--- src/design/lpg_pkg.sv ---
// shared types, widths and codes for the line pixel generator
`default_nettype none

package lpg_pkg;

    // coordinate and derived widths
    localparam int COORD_BITS = 12;
    localparam int DIM_W      = COORD_BITS + 1;
    localparam int ERR_W      = COORD_BITS + 2;
    localparam int COLOR_W    = 8;
    localparam int STATUS_W   = 2;

    // stream payload widths
    localparam int IN_DATA_W    = 4 * COORD_BITS + 3 * COLOR_W;
    localparam int IN_TDATA_W   = ((IN_DATA_W + 7) / 8) * 8;
    localparam int OUT_DATA_W   = 3 * COORD_BITS + 3 * COLOR_W;
    localparam int OUT_TDATA_W  = ((OUT_DATA_W + 7) / 8) * 8;

    // configuration register indexes
    localparam logic REG_IMAGE_WIDTH  = 1'b0;
    localparam logic REG_IMAGE_HEIGHT = 1'b1;

    // reset image size
    localparam logic [DIM_W-1:0] DIM_RESET = DIM_W'(1 << COORD_BITS);

    // action codes
    localparam logic ACT_LOAD = 1'b0;
    localparam logic ACT_STEP = 1'b1;

    // status codes
    localparam logic [STATUS_W-1:0] ST_PIXEL  = 2'd0;
    localparam logic [STATUS_W-1:0] ST_REJECT = 2'd1;
    localparam logic [STATUS_W-1:0] ST_IDLE   = 2'd2;

    // input tdata layout, lowest field last
    typedef struct packed {
        logic [COLOR_W-1:0]    blue_in;
        logic [COLOR_W-1:0]    green_in;
        logic [COLOR_W-1:0]    red_in;
        logic [COORD_BITS-1:0] end_y;
        logic [COORD_BITS-1:0] end_x;
        logic [COORD_BITS-1:0] start_y;
        logic [COORD_BITS-1:0] start_x;
    } lpg_in_data_t;

    // one input item
    typedef struct packed {
        logic         action;
        lpg_in_data_t data;
    } lpg_item_t;

    // output tdata layout, lowest field last
    typedef struct packed {
        logic [COORD_BITS-1:0] length;
        logic [COLOR_W-1:0]    blue_out;
        logic [COLOR_W-1:0]    green_out;
        logic [COLOR_W-1:0]    red_out;
        logic [COORD_BITS-1:0] pixel_y;
        logic [COORD_BITS-1:0] pixel_x;
    } lpg_out_data_t;

    // one result item
    typedef struct packed {
        logic [STATUS_W-1:0] status;
        logic                last;
        lpg_out_data_t       data;
    } lpg_result_t;

    // handshake between the stages
    typedef struct packed {
        logic valid;
        logic ready;
    } lpg_hs_t;

endpackage

`default_nettype wire

--- src/design/lpg_in_stage.sv ---
// input register stage of the line pixel generator
`default_nettype none

module lpg_in_stage (
    input  wire logic              aclk,
    input  wire logic              aresetn,
    input  wire logic              s_tvalid,
    output logic                   s_tready,
    input  wire lpg_pkg::lpg_item_t s_item,
    output lpg_pkg::lpg_hs_t       hs_out,   // valid from here, ready from downstream
    input  wire logic              down_ready,
    output lpg_pkg::lpg_item_t     item_out
);
    import lpg_pkg::*;

    logic      valid_reg;
    logic      valid_next;
    lpg_item_t item_reg;
    logic      advance;

    // stage empties when downstream takes the item
    assign advance  = valid_reg && down_ready;
    assign s_tready = !valid_reg || down_ready;

    always_comb begin
        valid_next = valid_reg;
        if (s_tvalid && s_tready) begin
            valid_next = 1'b1;
        end else if (advance) begin
            valid_next = 1'b0;
        end
    end

    always_ff @(posedge aclk) begin
        if (!aresetn) begin
            valid_reg <= 1'b0;
        end else begin
            valid_reg <= valid_next;
        end
    end

    // payload capture
    always_ff @(posedge aclk) begin
        if (s_tvalid && s_tready) begin
            item_reg <= s_item;
        end
    end

    assign hs_out.valid = valid_reg;
    assign hs_out.ready = down_ready;
    assign item_out     = item_reg;

endmodule

`default_nettype wire

--- src/design/lpg_core.sv ---
// line state, bounds registers and one Bresenham step per step item
`default_nettype none

module lpg_core (
    input  wire logic                      aclk,
    input  wire logic                      aresetn,
    input  wire logic                      cfg_valid,
    input  wire logic                      cfg_index,
    input  wire logic [lpg_pkg::DIM_W-1:0] cfg_data,
    input  wire lpg_pkg::lpg_hs_t          hs_in,
    input  wire lpg_pkg::lpg_item_t        item,
    output lpg_pkg::lpg_result_t           result
);
    import lpg_pkg::*;

    // configuration
    logic [DIM_W-1:0] width_reg;
    logic [DIM_W-1:0] height_reg;

    // line state
    logic [COORD_BITS-1:0]   cur_x_reg,  cur_x_next;
    logic [COORD_BITS-1:0]   cur_y_reg,  cur_y_next;
    logic [COORD_BITS-1:0]   goal_x_reg, goal_x_next;
    logic [COORD_BITS-1:0]   goal_y_reg, goal_y_next;
    logic [COORD_BITS-1:0]   dx_reg,     dx_next;
    logic [DIM_W-1:0]        ndy_reg,    ndy_next;
    logic                    sxn_reg,    sxn_next;
    logic                    syn_reg,    syn_next;
    logic signed [ERR_W-1:0] err_reg,    err_next;
    logic [3*COLOR_W-1:0]    col_reg,    col_next;
    logic [COORD_BITS-1:0]   cnt_reg,    cnt_next;
    logic                    act_reg,    act_next;

    logic                    fire;
    logic                    reject;
    logic                    x_lt;
    logic                    y_lt;
    logic [COORD_BITS-1:0]   ady;
    logic signed [ERR_W:0]   e2;
    logic signed [ERR_W:0]   ndy_ext;
    logic signed [ERR_W:0]   dx_ext;
    logic                    move_x;
    logic                    move_y;
    logic signed [ERR_W-1:0] add_x;
    logic signed [ERR_W-1:0] add_y;
    logic                    done;

    assign fire = hs_in.valid && hs_in.ready;

    // config writes
    always_ff @(posedge aclk) begin
        if (!aresetn) begin
            width_reg  <= DIM_RESET;
            height_reg <= DIM_RESET;
        end else if (cfg_valid) begin
            case (cfg_index)
                REG_IMAGE_WIDTH:  width_reg  <= cfg_data;
                REG_IMAGE_HEIGHT: height_reg <= cfg_data;
                default: ;
            endcase
        end
    end

    // load-side terms
    assign reject = ({1'b0, item.data.start_x} >= width_reg)
                 || ({1'b0, item.data.end_x}   >= width_reg)
                 || ({1'b0, item.data.start_y} >= height_reg)
                 || ({1'b0, item.data.end_y}   >= height_reg);
    assign x_lt = item.data.start_x < item.data.end_x;
    assign y_lt = item.data.start_y < item.data.end_y;
    assign ady  = y_lt ? (item.data.end_y - item.data.start_y)
                       : (item.data.start_y - item.data.end_y);

    // step-side terms: doubled error against both deltas
    assign e2      = $signed({err_reg, 1'b0});
    assign ndy_ext = $signed({{(ERR_W + 1 - DIM_W){ndy_reg[DIM_W-1]}}, ndy_reg});
    assign dx_ext  = $signed({{(ERR_W + 1 - COORD_BITS){1'b0}}, dx_reg});
    assign move_x  = e2 >= ndy_ext;
    assign move_y  = e2 <= dx_ext;
    assign add_x   = move_x ? $signed({{(ERR_W - DIM_W){ndy_reg[DIM_W-1]}}, ndy_reg})
                            : ERR_W'(0);
    assign add_y   = move_y ? $signed({{(ERR_W - COORD_BITS){1'b0}}, dx_reg})
                            : ERR_W'(0);

    always_comb begin
        cur_x_next  = cur_x_reg;
        cur_y_next  = cur_y_reg;
        goal_x_next = goal_x_reg;
        goal_y_next = goal_y_reg;
        dx_next     = dx_reg;
        ndy_next    = ndy_reg;
        sxn_next    = sxn_reg;
        syn_next    = syn_reg;
        err_next    = err_reg;
        col_next    = col_reg;
        cnt_next    = cnt_reg;
        act_next    = act_reg;
        done        = 1'b0;
        result      = '0;

        if (item.action == ACT_LOAD) begin
            if (reject) begin
                // out of bounds: drop any line in flight
                act_next      = 1'b0;
                result.status = ST_REJECT;
                result.last   = 1'b1;
            end else begin
                cur_x_next  = item.data.start_x;
                cur_y_next  = item.data.start_y;
                goal_x_next = item.data.end_x;
                goal_y_next = item.data.end_y;
                dx_next     = x_lt ? (item.data.end_x - item.data.start_x)
                                   : (item.data.start_x - item.data.end_x);
                ndy_next    = DIM_W'(0) - {1'b0, ady};
                sxn_next    = !x_lt;
                syn_next    = !y_lt;
                err_next    = $signed({{(ERR_W - COORD_BITS){1'b0}}, dx_next})
                            + $signed({{(ERR_W - DIM_W){ndy_next[DIM_W-1]}}, ndy_next});
                col_next    = {item.data.red_in, item.data.green_in, item.data.blue_in};
                cnt_next    = '0;
                done        = (item.data.start_x == item.data.end_x)
                           && (item.data.start_y == item.data.end_y);
                act_next    = !done;
                result.status         = ST_PIXEL;
                result.last           = done;
                result.data.pixel_x   = item.data.start_x;
                result.data.pixel_y   = item.data.start_y;
                result.data.red_out   = item.data.red_in;
                result.data.green_out = item.data.green_in;
                result.data.blue_out  = item.data.blue_in;
            end
        end else if (!act_reg) begin
            result.status = ST_IDLE;
        end else begin
            // one pixel step
            cnt_next = cnt_reg + 1'b1;
            err_next = err_reg + add_x + add_y;
            if (move_x) begin
                cur_x_next = sxn_reg ? (cur_x_reg - 1'b1) : (cur_x_reg + 1'b1);
            end
            if (move_y) begin
                cur_y_next = syn_reg ? (cur_y_reg - 1'b1) : (cur_y_reg + 1'b1);
            end
            done = (cur_x_next == goal_x_reg) && (cur_y_next == goal_y_reg);
            if (done) begin
                act_next = 1'b0;
            end
            result.status         = ST_PIXEL;
            result.last           = done;
            result.data.pixel_x   = cur_x_next;
            result.data.pixel_y   = cur_y_next;
            result.data.red_out   = col_reg[3*COLOR_W-1:2*COLOR_W];
            result.data.green_out = col_reg[2*COLOR_W-1:COLOR_W];
            result.data.blue_out  = col_reg[COLOR_W-1:0];
            result.data.length    = cnt_next;
        end
    end

    // state update on each item that moves on
    always_ff @(posedge aclk) begin
        if (!aresetn) begin
            cur_x_reg  <= '0;
            cur_y_reg  <= '0;
            goal_x_reg <= '0;
            goal_y_reg <= '0;
            dx_reg     <= '0;
            ndy_reg    <= '0;
            sxn_reg    <= 1'b0;
            syn_reg    <= 1'b0;
            err_reg    <= '0;
            col_reg    <= '0;
            cnt_reg    <= '0;
            act_reg    <= 1'b0;
        end else if (fire) begin
            cur_x_reg  <= cur_x_next;
            cur_y_reg  <= cur_y_next;
            goal_x_reg <= goal_x_next;
            goal_y_reg <= goal_y_next;
            dx_reg     <= dx_next;
            ndy_reg    <= ndy_next;
            sxn_reg    <= sxn_next;
            syn_reg    <= syn_next;
            err_reg    <= err_next;
            col_reg    <= col_next;
            cnt_reg    <= cnt_next;
            act_reg    <= act_next;
        end
    end

endmodule

`default_nettype wire

--- src/design/lpg_out_stage.sv ---
// result register stage of the line pixel generator
`default_nettype none

module lpg_out_stage (
    input  wire logic                 aclk,
    input  wire logic                 aresetn,
    input  wire lpg_pkg::lpg_hs_t     hs_in,
    input  wire lpg_pkg::lpg_result_t result,
    output logic                      up_ready,
    output logic                      m_tvalid,
    input  wire logic                 m_tready,
    output lpg_pkg::lpg_result_t      m_result
);
    import lpg_pkg::*;

    logic        valid_reg;
    logic        valid_next;
    lpg_result_t result_reg;
    logic        fire;

    // free when empty or being drained
    assign up_ready = !valid_reg || m_tready;
    assign fire     = hs_in.valid && hs_in.ready;

    always_comb begin
        valid_next = valid_reg;
        if (fire) begin
            valid_next = 1'b1;
        end else if (m_tready) begin
            valid_next = 1'b0;
        end
    end

    always_ff @(posedge aclk) begin
        if (!aresetn) begin
            valid_reg <= 1'b0;
        end else begin
            valid_reg <= valid_next;
        end
    end

    always_ff @(posedge aclk) begin
        if (fire) begin
            result_reg <= result;
        end
    end

    assign m_tvalid = valid_reg;
    assign m_result = result_reg;

endmodule

`default_nettype wire

--- src/design/line_pixel_generator_unit.sv ---
// An accepted item passes the input register, the combinational core and the result register.
// One item per cycle unless the result side stalls; the step loop is one add-compare pass on the line registers.
// A waiting result stalls the input side once the input register is full as well.
// Reset: synchronous, active-low aresetn clears both stages and the line state (no active line)
// and sets image width and height to 4096.
`default_nettype none

module line_pixel_generator_unit (
    input  wire logic                            aclk,
    input  wire logic                            aresetn,
    // configuration writes
    input  wire logic                            cfg_valid,
    output logic                                 cfg_ready,
    input  wire logic                            cfg_index,
    input  wire logic [lpg_pkg::DIM_W-1:0]       cfg_data,
    // input items
    input  wire logic                            s_tvalid,
    output logic                                 s_tready,
    // start_x, start_y, end_x, end_y, red_in, green_in, blue_in
    input  wire logic [lpg_pkg::IN_TDATA_W-1:0]  s_tdata,
    // action
    input  wire logic                            s_tuser,
    // result items
    output logic                                 m_tvalid,
    input  wire logic                            m_tready,
    // pixel_x, pixel_y, red_out, green_out, blue_out, length, zero pad
    output logic [lpg_pkg::OUT_TDATA_W-1:0]      m_tdata,
    // status
    output logic [lpg_pkg::STATUS_W-1:0]         m_tuser,
    output logic                                 m_tlast
);
    import lpg_pkg::*;

    lpg_item_t   s_item;
    lpg_item_t   item;
    lpg_hs_t     hs;
    lpg_result_t result;
    lpg_result_t m_result;
    logic        out_ready;

    assign cfg_ready   = 1'b1;
    assign s_item.action = s_tuser;
    assign s_item.data   = lpg_in_data_t'(s_tdata[IN_DATA_W-1:0]);

    lpg_in_stage u_in (
        .aclk       (aclk),
        .aresetn    (aresetn),
        .s_tvalid   (s_tvalid),
        .s_tready   (s_tready),
        .s_item     (s_item),
        .hs_out     (hs),
        .down_ready (out_ready),
        .item_out   (item)
    );

    lpg_core u_core (
        .aclk      (aclk),
        .aresetn   (aresetn),
        .cfg_valid (cfg_valid),
        .cfg_index (cfg_index),
        .cfg_data  (cfg_data),
        .hs_in     (hs),
        .item      (item),
        .result    (result)
    );

    lpg_out_stage u_out (
        .aclk     (aclk),
        .aresetn  (aresetn),
        .hs_in    (hs),
        .result   (result),
        .up_ready (out_ready),
        .m_tvalid (m_tvalid),
        .m_tready (m_tready),
        .m_result (m_result)
    );

    // result packing
    assign m_tdata = OUT_TDATA_W'(m_result.data);
    assign m_tuser = m_result.status;
    assign m_tlast = m_result.last;

endmodule

`default_nettype wire

--- config.mk ---
export PLATFORM = sky130hd
export DESIGN_NAME = line_pixel_generator_unit
export DESIGN_NICKNAME = d
export VERILOG_FILES = /design/src/design/lpg_pkg.sv /design/src/design/lpg_in_stage.sv /design/src/design/lpg_core.sv /design/src/design/lpg_out_stage.sv /design/src/design/line_pixel_generator_unit.sv
export SDC_FILE = /design/constraint.sdc
export NUM_CORES = 1
export LEC_CHECK = 0
export ABC_AREA = 1
export BUFFER_PORTS_ARGS = -buffer_cell sky130_fd_sc_hd__buf_2
export CORE_UTILIZATION = 40
export CTS_BUF_LIST = sky130_fd_sc_hd__clkbuf_4 sky130_fd_sc_hd__clkbuf_8
export CTS_CLUSTER_DIAMETER = 150
export DETAILED_ROUTE_END_ITERATION = 8
export PLACE_DENSITY = 0.68
export SLEW_MARGIN = 40
export SYNTH_ARGS = -nofsm -noshare
export SYNTH_HDL_FRONTEND = slang
export SYNTH_SLANG_ARGS = --single-unit
--- constraint.sdc ---
create_clock -name aclk -period 7.2 [get_ports aclk]
set_input_delay 0.72 -clock aclk [delete_from_list [all_inputs] [get_ports aclk]]
set_output_delay 0.72 -clock aclk [all_outputs]
set_load 0.01 [all_outputs]
---- Word-level counts from Yosys, hierarchy flattened ----
Index checks and enable logic that the tools add are counted.
word-level totals
  register bits after elaboration ......... 290
  logic and storage cells ................. 121
  output and inout bits ................... 70
cells by class
  mux-type cells .......................... 38
  order comparisons ....................... 8
  $add $sub $neg .......................... 13
  bitwise gates (word level) .............. 3
  equal/unequal tests ..................... 6
  reductions and logical operators ........ 21
operators with widths
  operator                                            number
  2-to-1 mux 12 bit                                   20
  2-to-1 mux 48 bit                                   2
  2-to-1 mux 61 bit                                   1
  2-to-1 mux 14 bit                                   4
  >= comparator 12 x 13 -> 1 bit                      4
  == test 12 bit                                      4
  subtractor 12 bit                                   4
  adder 12 x 1 -> 12 bit, second input constant       3
  adder 14 bit                                        2
  < comparator 12 bit                                 2
  subtractor 12 x 1 -> 12 bit, second input constant  2
  >= comparator 15 x 13 -> 1 bit                      1
  <= comparator 15 x 13 -> 1 bit                      1
  adder 13 x 13 -> 14 bit                             1
  subtractor 1 x 12 -> 13 bit, first input constant   1
  2-to-1 mux 1 bit                                    8
  AND reduction 2 bit                                 3
  AND reduction 3 bit                                 2
  logical NOT 1 bit                                   5
  logical OR 1 bit                                    5
  logical AND 1 bit                                   4
  2-to-1 mux 2 bit                                    2
  nonzero test 2 bit                                  2
  2-to-1 mux 3 bit                                    1
  3 further kinds                                     5

---- Longest topological paths before layout ----
  word-level depth ........................ 10
  gate-level depth with buffers ........... 31

---- Cells and area by module ----
A second synthesis with hierarchy kept.
second synthesis, totals
  cell total of the unflattened synthesis .. 2344
  area total of the unflattened synthesis .. 18397.6 um2
modules (own cells, without submodules)
  module                     cells each  area an instance (um2)  instances
  lpg_core                   2185        14152.3                 1
  lpg_in_stage               82          2258.4                  1
  lpg_out_stage              70          1941.9                  1
  line_pixel_generator_unit  7           45.0                    1

---- Worst setup path before layout ----
Ideal clock, no wire load.
  kind .................................... register to register
  from .................................... reg u_in.item_reg, in the netlist u_in.item_out[0]
  to ...................................... reg u_core.err_reg[10]
  cell stages (with the launch flop) ...... 28
  data required time ...................... 7081 ps
  arrival ................................. 3865 ps
  slack ................................... 3215 ps
  cell sequence ........................... edfxtp_1 inv_1 ha_1 inv_1 fa_1 nand3_1 nand2_1 nand2_1 nand2_1 nand2_1 and3_1 buf_2 mux2i_1 xor2_1 inv_1 ha_1 nand3_1 nand2_1 nand2_1 nand2_1 a21oi_1 o21ai_0 a21oi_1 or2_2 nand3_1 o21ai_0 o21ai_0 a21oi_1
between the ends
  cells in the longest elaborated chain, start to end .. 6
  elaborated cells on any way between the ends .. 13
ends and longest elaborated chain
  element                                                          RTL line            source
  from (decl)                                                      lpg_in_stage.sv:18  lpg_item_t item_reg;
  from (signal assigned)                                           lpg_in_stage.sv:45  item_reg <= s_item;
  branches (longest 6 deep; another with adder 13 x 13 -> 14 bit)  n/a
  to (signal assigned)                                             lpg_core.sv:183     err_reg <= err_next;
  to (decl)                                                        lpg_core.sv:29      logic signed [ERR_W-1:0] err_reg, err_next;
Parallel ways; which one is timed is not known. The select of a mux whose other input is x is not followed.
A chain may end at the register's enable or synchronous reset.

---- Worst setup path in the final report ----
Ends and elaborated chain as after synthesis.

==> summary.txt <==
Cells and area
  – Final Non-Filler Cells: 3,176
  – Finished Cell Area: between 20,000 and 25,000 um2
  – Filler cells: approximately 4,400
  – Nets: approximately 2,800
  – Max reg flops: 73
  – Final core occ: 46.0%
  – Commonest non-fill, non-tap cell in the layout: nand2_1
  – Ant. Diodes: 0
  – Most frequent cells in the layout: nand2_1 (493), inv_1 (312), a21oi_1 (227)
  – Fraction of layout cells with a size suffix above 1: between 10% and 20%
  – Layout area overhead: 12.5%

Synth
  – Simple-gate portion of the synthesized area: 21.5%
  – Mux cell area share after synthesis: less than 1%
  – Synth Warn #: 0
  – Compound-Gate Fraction of Synth Area: 15.7%
  – Synth cell types: 54
  – Xor/xnor share of the synthesized area: under 10%
  – Post-synthesis register bit count: 290
  – Post-synth EDFFs: 136
  – Sequential area share after synthesis: approximately two fifths
  – Syn Inst Count: approximately 2,400
  – Syn Area/Cell: a little under 8 um2
  – Ys async rst share: 0%
  – Cell area after synthesis: ~19,000 um2
  – Main combinational cell family by area after synthesis: simple AND/OR/NAND/NOR gates
  – Top flip-flop cell by instance count after synthesis: dfxtp_1
  – Adder-cell share of the synthesized area: 13.2%

Timing
  – Max-slew violations: 0
  – Hold Violations, Final: 0
  – Setup ws final: around 2.1 ns
  – Tightest Pin Transition: just over 0.8 ns
  – Skew final: around 0.028 ns
  – Unrepaired setup endpoints after global routing: no
  – Maximum clock frequency: between 150 and 200 MHz
  – Setup TNS: 0 ns
  – Part of the cycle the worst path needs: just over 70%
  – Setup violators final: 0
  – Max_slew headroom: 46.3%
  – Fin Hold WS: 0.243 ns
  – Min Tclk post-route: 5.11 ns

Global route
  – GRT Resource Usage Total: ~23%
  – Grt ovf: 0
  – Largest net degree at the start of global routing: 83
  – Vias in the first global route: between 15,000 and 20,000
  – Initial antenna violation count: 0
  – First-pass GRT wire length: about 86 mm

Critical path
  – CP arrival: between 5 and 6 ns
  – Most common cell on crit path: nand2_1
  – Slowest CP cell: and3_1
  – Worst Setup End Kind: flop
  – CP peak stage delay: around 0.48 ns
  – Worst setup SP type: flop
  – Buf+Inv Stages, Crit Path: 3
  – Delay-heaviest family, CP: simple AND/OR/NAND/NOR gates
  – Worst EP required: about 7.7 ns
  – CP max FO: 13
  – WS Path Type: flop to flop

Clocking
  – Hold-fix buffers, CTS: 0
  – Post-CTS Setup Bufs: 0
  – CTS tree: yes
  – Clock sinks: slightly below 300
  – CTS root buffer: clkbuf_8
  – Max Root-Sink Buffers: 3
  – Latest clock arrival within the worst-skew pair: 0.66 ns
  – Level count of the clock H-tree: 2
  – Clock Pin Slew Worst Setup and Hold Paths: 0.06 ns
  – Post_cts resized: 0
  – Num CTS Buffers: between 50 and 60

Floorplan
  – Initial Util: 40.9%
  – Std-Cell Rows: 78
  – Die H: around 220 um
  – # IOs: between 150 and 200
  – Die ar.: 47,700 um2
  – Core area: roughly 46,000 um2
  – Die Span X: between 200 and 250 um

Drt
  – Drt pass-1 iters: 7
  – DRC violations left: 0
  – Routed vias: between 15,000 and 20,000
  – Via/cell ratio: 5.36
  – Final wirelength: 55.8 mm
  – Antenna-violating nets left: 0
  – Routed wire length per instance: between 15 and 20 um
  – Iter 0 DRT Violations: about 1,300

Placement
  – DP Wirelength: ~42 mm
  – Dpl ws: 2.11 ns
  – Post-place instance area: ~20,000 um2
  – # port buffers: between 150 and 200
  – Dpl cells: 3,080
  – Global placer's final weighted congestion: 0.910

Status
  – Status: finished clean

Pwr
  – Power density over the cells: about 250 nW/um2
  – Worst vdd ir: 0.000131 V
  – Pleak: 9.65 nW
  – Total Power: 5.32 mW

Job
  – Max-cap violations: 0

Min path
  – Hold Path Class: input pin to flop
==> per-layer routing <==
| layer | up-vias | track usage [%] | part of all wire [%] |
|---|---|---|---|
| li1 | 8303 | - | - |
| met1 | 7997 | 30.6 | 44 |
| met2 | 604 | 38.1 | 46 |
| met3 | 104 | 3.88 | 6.9 |
| met4 | 0 | 7.25 | 2.5 |
| met5 | - | 0 | 0 |
==> path summary, 6_finish.rpt <==
kind / from / slack, ns / end / cells after the start
worst min-delay path: s_tdata[23] / 0.24 / u_in.item_out[23]$_DFFE_PP_ / 1
worst max register to register: u_in.item_out[0]$_DFFE_PP_ / 2.09 / u_core.err_reg[10]$_SDFFE_PN0P_ / 26
worst max-delay path: u_in.item_out[0]$_DFFE_PP_ / 2.09 / u_core.err_reg[10]$_SDFFE_PN0P_ / 26
worst min register to register: u_core.goal_x_reg[10]$_SDFFE_PN0P_ / 0.47 / u_core.goal_x_reg[10]$_SDFFE_PN0P_ / 2
==> cell usage after synthesis (38+ instances only) <==
cell type | number | area share [%]
clkbuf_1 | 52 | 1.0
dfxtp_1 | 154 | 16
nand2_1 | 494 | 9.9
edfxtp_1 | 136 | 22
nand4_1 | 38 | 1.3
inv_1 | 316 | 6.3
o21ai_0 | 216 | 5.8
nor2_1 | 169 | 3.4
nand3_1 | 113 | 3.0
ha_1 | 166 | 11
a21oi_1 | 227 | 6.1
xor2_1 | 41 | 1.9
==> cells by family (layout without fill, tap and decap cells) <==
logic type                 Yosys count  after routing
xor gates and xnor gates            50             50
and+or+nand+nor                    915            915
buffers and inverters              407            585
AOI/OAI and AO/OA                  541            541
other                                2              5
muxes                                4              4
DFF                                290            290
adders and majority gates          186            186
==> cell type report <==
cell class                 instances  area [um2]  share of cell area, %
clock buffer                      76         921                   4.37
clock inverter                    20         186                  0.885
multi-input combinational       1701        9960                   47.3
sequential                       290        7170                   34.0
tap                              600         751                   3.56
timing repair buffer             167         870                   4.13
inverter                         322        1210                   5.75
==> worst reg2reg max path, stage by stage, from the launching register on <==
cell and delay (ns):
edfxtp_1 0.40, inv_1 0.15, ha_1 0.24, inv_1 0.10, fa_1 0.44, nand3_1 0.14, nand2_1 0.06, nand2_1 0.09
nand2_1 0.06, nand2_1 0.06, and3_1 0.48, mux2i_1 0.28, xor2_1 0.31, inv_1 0.09, ha_1 0.36, nand3_1 0.09
nand2_1 0.15, nand2_1 0.09, nand2_1 0.06, a21oi_1 0.08, o21ai_0 0.35, a21oi_1 0.14, or2_2 0.29, nand3_1 0.13
o21ai_0 0.12, o21ai_0 0.17, a21oi_1 0.06
==> power breakdown <==
part / switching [mW] / total [mW] / leakage, nW / internal, mW
Clock: 0.725 / 1.66 / 0.590 / 0.934
Sequential: 0.0796 / 1.92 / 2.57 / 1.84
Combinational: 1.20 / 1.74 / 6.50 / 0.546
Total: 2.00 / 5.32 / 9.65 / 3.32
No activity file was read; power rests on OpenSTA's default activity.
